$ cat config.mk
export PLATFORM = sky130hd
export DESIGN_NAME = hta_sqrt
export DESIGN_NICKNAME = d
export VERILOG_FILES = /design/src/hta_sqrt.sv
export SDC_FILE = /design/constraint.sdc
export NUM_CORES = 2
export LEC_CHECK = 0
export BUFFER_PORTS_ARGS = -buffer_cell sky130_fd_sc_hd__buf_2
export CELL_PAD_IN_SITES_DETAIL_PLACEMENT = 1
export CELL_PAD_IN_SITES_GLOBAL_PLACEMENT = 2
export CORE_UTILIZATION = 42
export DETAILED_ROUTE_END_ITERATION = 6
export GPL_ROUTABILITY_DRIVEN = 0
export HOLD_SLACK_MARGIN = 0.05
export PLACE_DENSITY = 0.85
export SETUP_SLACK_MARGIN = 0.1
export SKIP_LAST_GASP = 1
export SYNTH_ARGS = -nofsm -noshare
export SYNTH_HDL_FRONTEND = slang
export SYNTH_MEMORY_MAX_BITS = 65536
export SYNTH_SLANG_ARGS = --single-unit
export TNS_END_PERCENT = 5
$ cat constraint.sdc
create_clock -name clk -period 7.45 [get_ports clk]
set_input_delay 0.745 -clock clk [delete_from_list [all_inputs] [get_ports clk]]
set_output_delay 0.745 -clock clk [all_outputs]
set_load 0.01 [all_outputs]
$ cat src/hta_sqrt.sv
// pipelined restoring integer square root, one root bit per stage
// carries a valid bit alongside the remainder and partial root
module hta_sqrt #(
  parameter int RW = 33
) (
  input  logic              clk,
  input  logic              rst,
  input  logic              in_valid,
  input  logic [2*RW-1:0]   radicand,
  output logic              out_valid,
  output logic [RW-1:0]     root
);

  localparam int NW = 2 * RW;

  logic            vld [1:RW];
  logic [NW-1:0]   rad [1:RW];
  logic [RW+1:0]   rem [1:RW];
  logic [RW-1:0]   rt  [1:RW];

  for (genvar i = 0; i < RW; i++) begin : g_stage
    logic          v_in;
    logic [NW-1:0] rad_in;
    logic [RW+1:0] rem_in;
    logic [RW-1:0] rt_in;
    logic [RW+1:0] rem_sh;
    logic [RW+1:0] trial;
    logic          ge;

    if (i == 0) begin : g_first
      assign v_in   = in_valid;
      assign rad_in = radicand;
      assign rem_in = '0;
      assign rt_in  = '0;
    end else begin : g_rest
      assign v_in   = vld[i];
      assign rad_in = rad[i];
      assign rem_in = rem[i];
      assign rt_in  = rt[i];
    end

    assign rem_sh = {rem_in[RW-1:0], rad_in[NW-1 -: 2]};
    assign trial  = {rt_in, 2'b01};
    assign ge     = rem_sh >= trial;

    always_ff @(posedge clk) begin
      if (rst) begin
        vld[i+1] <= 1'b0;
      end else begin
        vld[i+1] <= v_in;
      end
      rad[i+1] <= rad_in << 2;
      rem[i+1] <= ge ? rem_sh - trial : rem_sh;
      rt[i+1]  <= {rt_in[RW-2:0], ge};
    end
  end

  assign out_valid = vld[RW];
  assign root      = rt[RW];

endmodule

==> impl_metrics.yaml <==
clock_network:
  cts_sinks: 2657
  clock_path_buffers: 4
  clk_pin_slew_ps: 60
  htree_levels: 5
  cts_tree: "built"
  ctsRootBufferMaster: "clkbuf_16"
  clk_latency_ps: 930
  numCtsBuffers: 292
synthesis:
  yosysWarnings: 0
  ys_ff_latch: 2657
  synth_top_area_share_pct: 54.9
  yosysSeqAreaShare_pct: 54.9
  yosys.cell_count.top_type: "dfxtp_1"
  synth_cells: 9576
  synth_area_um2: 96900
  async_reset_ff_share_pct: 0
  synthTopCellsByArea: "dfxtp_1 55%, ha_1 7.7%, xor2_1 3.7%, xnor2_1 3.6%, a21oi_1 3.2%"
  yosysTopAreaCell: "dfxtp_1"
  synthesis.nets: 10240
  synth_top_cells_by_count: "2657 x dfxtp_1, 764 x inv_1, 634 x nand2_1"
  synth_cell_types: 87
  synth-edff-count: 0
  ys.flop_type: "dfxtp_1"
  synth_area_per_cell_um2: 10.1
finish:
  final_util_pct: 48.6
  area_delta_synth_final_pct: 14.7
  drive_gt1_share_pct: 7.58
  fillers: 24898
  nets: 10550
setup_path:
  crit_path_top_delay_cell: "a2111oi_0"
  r2r_end: "rem[0][990]"
  worstPathRequired_ps: 8240
  ff2ff_path_depth: 11
  max_stage_delay_ps: 820
  r2r_start: "rt[0][892]"
  rrSetupSlack_ps: 3210
  cp_top_family: "compound AO/OA/AOI/OAI gates"
  endpoint_kind: "register"
  critical_path_buf_inv_count: 2
  start_kind: "register"
  worstPathMaxFanout: 51
  cpMostUsedCell: "o21ai_0"
  arrival_ps: 5030
  path_cells: "inv_1, ha_1, nand2_1, o31ai_1, o21ai_0, a32o_1, a2111oi_0, o21ai_0, a21oi_4, buf_4, mux2_2"
  critPathKind: "register to register"
sta:
  rsz0062_at_grt: "no"
  post-route-period-util_pct: 56.9
  layout_setup_ws_ps: 3210
  finalSetupViolations: 0
  fin_skew_ps: 67.2
  finalHoldViolCount: 0
  relSlewSlack_pct: 16.5
  tns_ps: 0
  whs_ps: 289
  fin_crit_ps: 4240
  fmax_mhz: 236
  slew_viol_final: 0
  worst_slew_pin_slew_ps: 1250
grt:
  antenna_found_initial: 7
  grt_max_degree: 61
  overflow: 0
  grt_pass1_vias: 70993
  gr-usage-all-layers_pct: 19.7
  grt_pass1_wl_mm: 372
run_status:
  run_status: "finished clean"
hold_path:
  min_to: "rad[0][541]"
  hold_path_depth: 0
  hp-class: "register to register"
  min_from: "rad[0][475]"
routing:
  vias: 67170
  ant_nets: 0
  avgRoutedWirePerCell_um: 17.6
  firstDrtPassIters: 5
  drt-total-wl_mm: 230
  drt-initial-drc-count: 2890
  routed_via_density: 5.12
  drc: 0
power_and_ir_drop:
  finalPower_uw: 39300
  power.leakage_uw: 0.0518
  peakVddDrop_mv: 0.321
  p_per_area_nw_per_um2: 354
floorplan:
  core-area_um2: 228000
  start_util_pct: 42.4
  pin_count: 103
  die_y_um: 482
  die_w_um: 482
  rows: 175
  dieArea_um2: 233000
placed_design:
  port_buffers: 102
  pre_cts_slack_ps: 3250
  dp_hpwl_mm: 172
flow_run:
  max-cap-violations: 0
[sequential cells by signal, indices dropped and copies added, names as in the netlist]
name	cells
rad	1056
rem	1007
rt	561
vld	33
[worst max-delay path by stage]
stage                         to  startpoint  slack, ps  cells past startpoint
global placement     rem[0][984]  rt[0][893]       3400                     11
finish               rem[0][990]  rt[0][892]       3210                     11
CTS                  rem[0][990]  rt[0][892]       3220                     11
floorplan            rem[0][971]  rt[0][859]       4080                     12
detailed placement   rem[0][990]  rt[0][892]       3250                     11
global route        rem[0][1003]  rt[0][892]       2830                     11
[cells in the final DEF (no fill, tap or decap), drive strengths merged, types with 19 or more instances in the layout]
cell,Yosys,routed
o21ai,501,501
a31oi,54,54
inv,765,776
and4,19,19
and3,57,57
clkbuf,162,389
or2,43,43
a211oi,47,47
nor3,265,265
a21o,217,217
o211ai,43,43
ha,595,595
xor2,407,407
buf,21,131
nand4,105,105
clkinv,4,64
a21boi,27,27
xnor2,395,395
or3,90,90
dlygate4sd3,0,68
bufinv,0,25
o31ai,76,76
dfxtp,2657,2657
nand3,173,173
nand3b,32,32
o21bai,45,45
and2,40,40
nor4,114,114
clkinvlp,0,19
nor4b,20,20
o21a,110,110
nor2b,127,127
a21oi,614,614
nand2,634,634
nor2,595,595
or4,64,64
nand2b,126,126
mux2,85,85
[metal layers]
layer / GRT usage, % / routed length (µm)
met5: 0 / 0
met4: 7.12 / 8020
met3: 2.65 / 6500
met2: 36.2 / 116000
met1: 23.2 / 99100
[power breakdown]
group / internal, µW / switching, µW / leakage [µW]
combinational: 2900 / 3790 / 0.0249
sequential: 16600 / 1800 / 0.0222
clock: 8680 / 5620 / 0.00472
[cell type report]
type / instances / area (µm²) / area share [%]
antenna: 2 / 5.00 / 0.00451
clock buffer: 389 / 8290 / 7.46
clock inverter: 115 / 1330 / 1.20
inverter: 769 / 2890 / 2.60
multi-input combinational: 5967 / 40200 / 36.2
sequential: 2657 / 53200 / 47.9
tap: 3009 / 3760 / 3.39
timing repair buffer: 199 / 1410 / 1.27
[cell families (layout without fill, tap and decap cells)]
group / after synthesis / after routing / share of synthesized area, %
muxes: 97 / 97 / 1.11
DFF: 2657 / 2657 / 54.9
buffers and inverters: 952 / 1472 / 3.70
and+or+nand+nor: 2542 / 2542 / 13.0
xor gates and xnor gates: 802 / 802 / 7.25
other: 1 / 3 / 0.00387
adders and majority gates: 595 / 595 / 7.69
AOI/OAI and AO/OA: 1930 / 1930 / 12.3
[per-stage QoR]
| stage | cells | cell area, µm² |
|---|---|---|
| 3_5_place_dp | 12533 | 101000 |
| 6_report | 13107 | 111000 |
| 5_1_grt | 13107 | 111000 |
| 4_1_cts | 13105 | 111000 |
| 3_3_place_gp | 12533 | 101000 |
| 2_1_floorplan | 9576 | 96900 |
[timing repair]
action                                 in CTS  in global routing
resized for setup                           0                  0
setup buffers                               0                  0
endpoints found under the hold margin      68                  0
hold buffers                               68                  0
[worst register-to-register path, delay by kind of cell (launching register included)]
family | cells | cell delay [ps]
AOI/OAI and AO/OA | 6 | 2420
adders and majority gates | 1 | 320
buffers and inverters | 2 | 530
DFF | 1 | 330
muxes | 1 | 440
and+or+nand+nor | 1 | 100
Note: power is estimated with default switching activity, not from simulation.
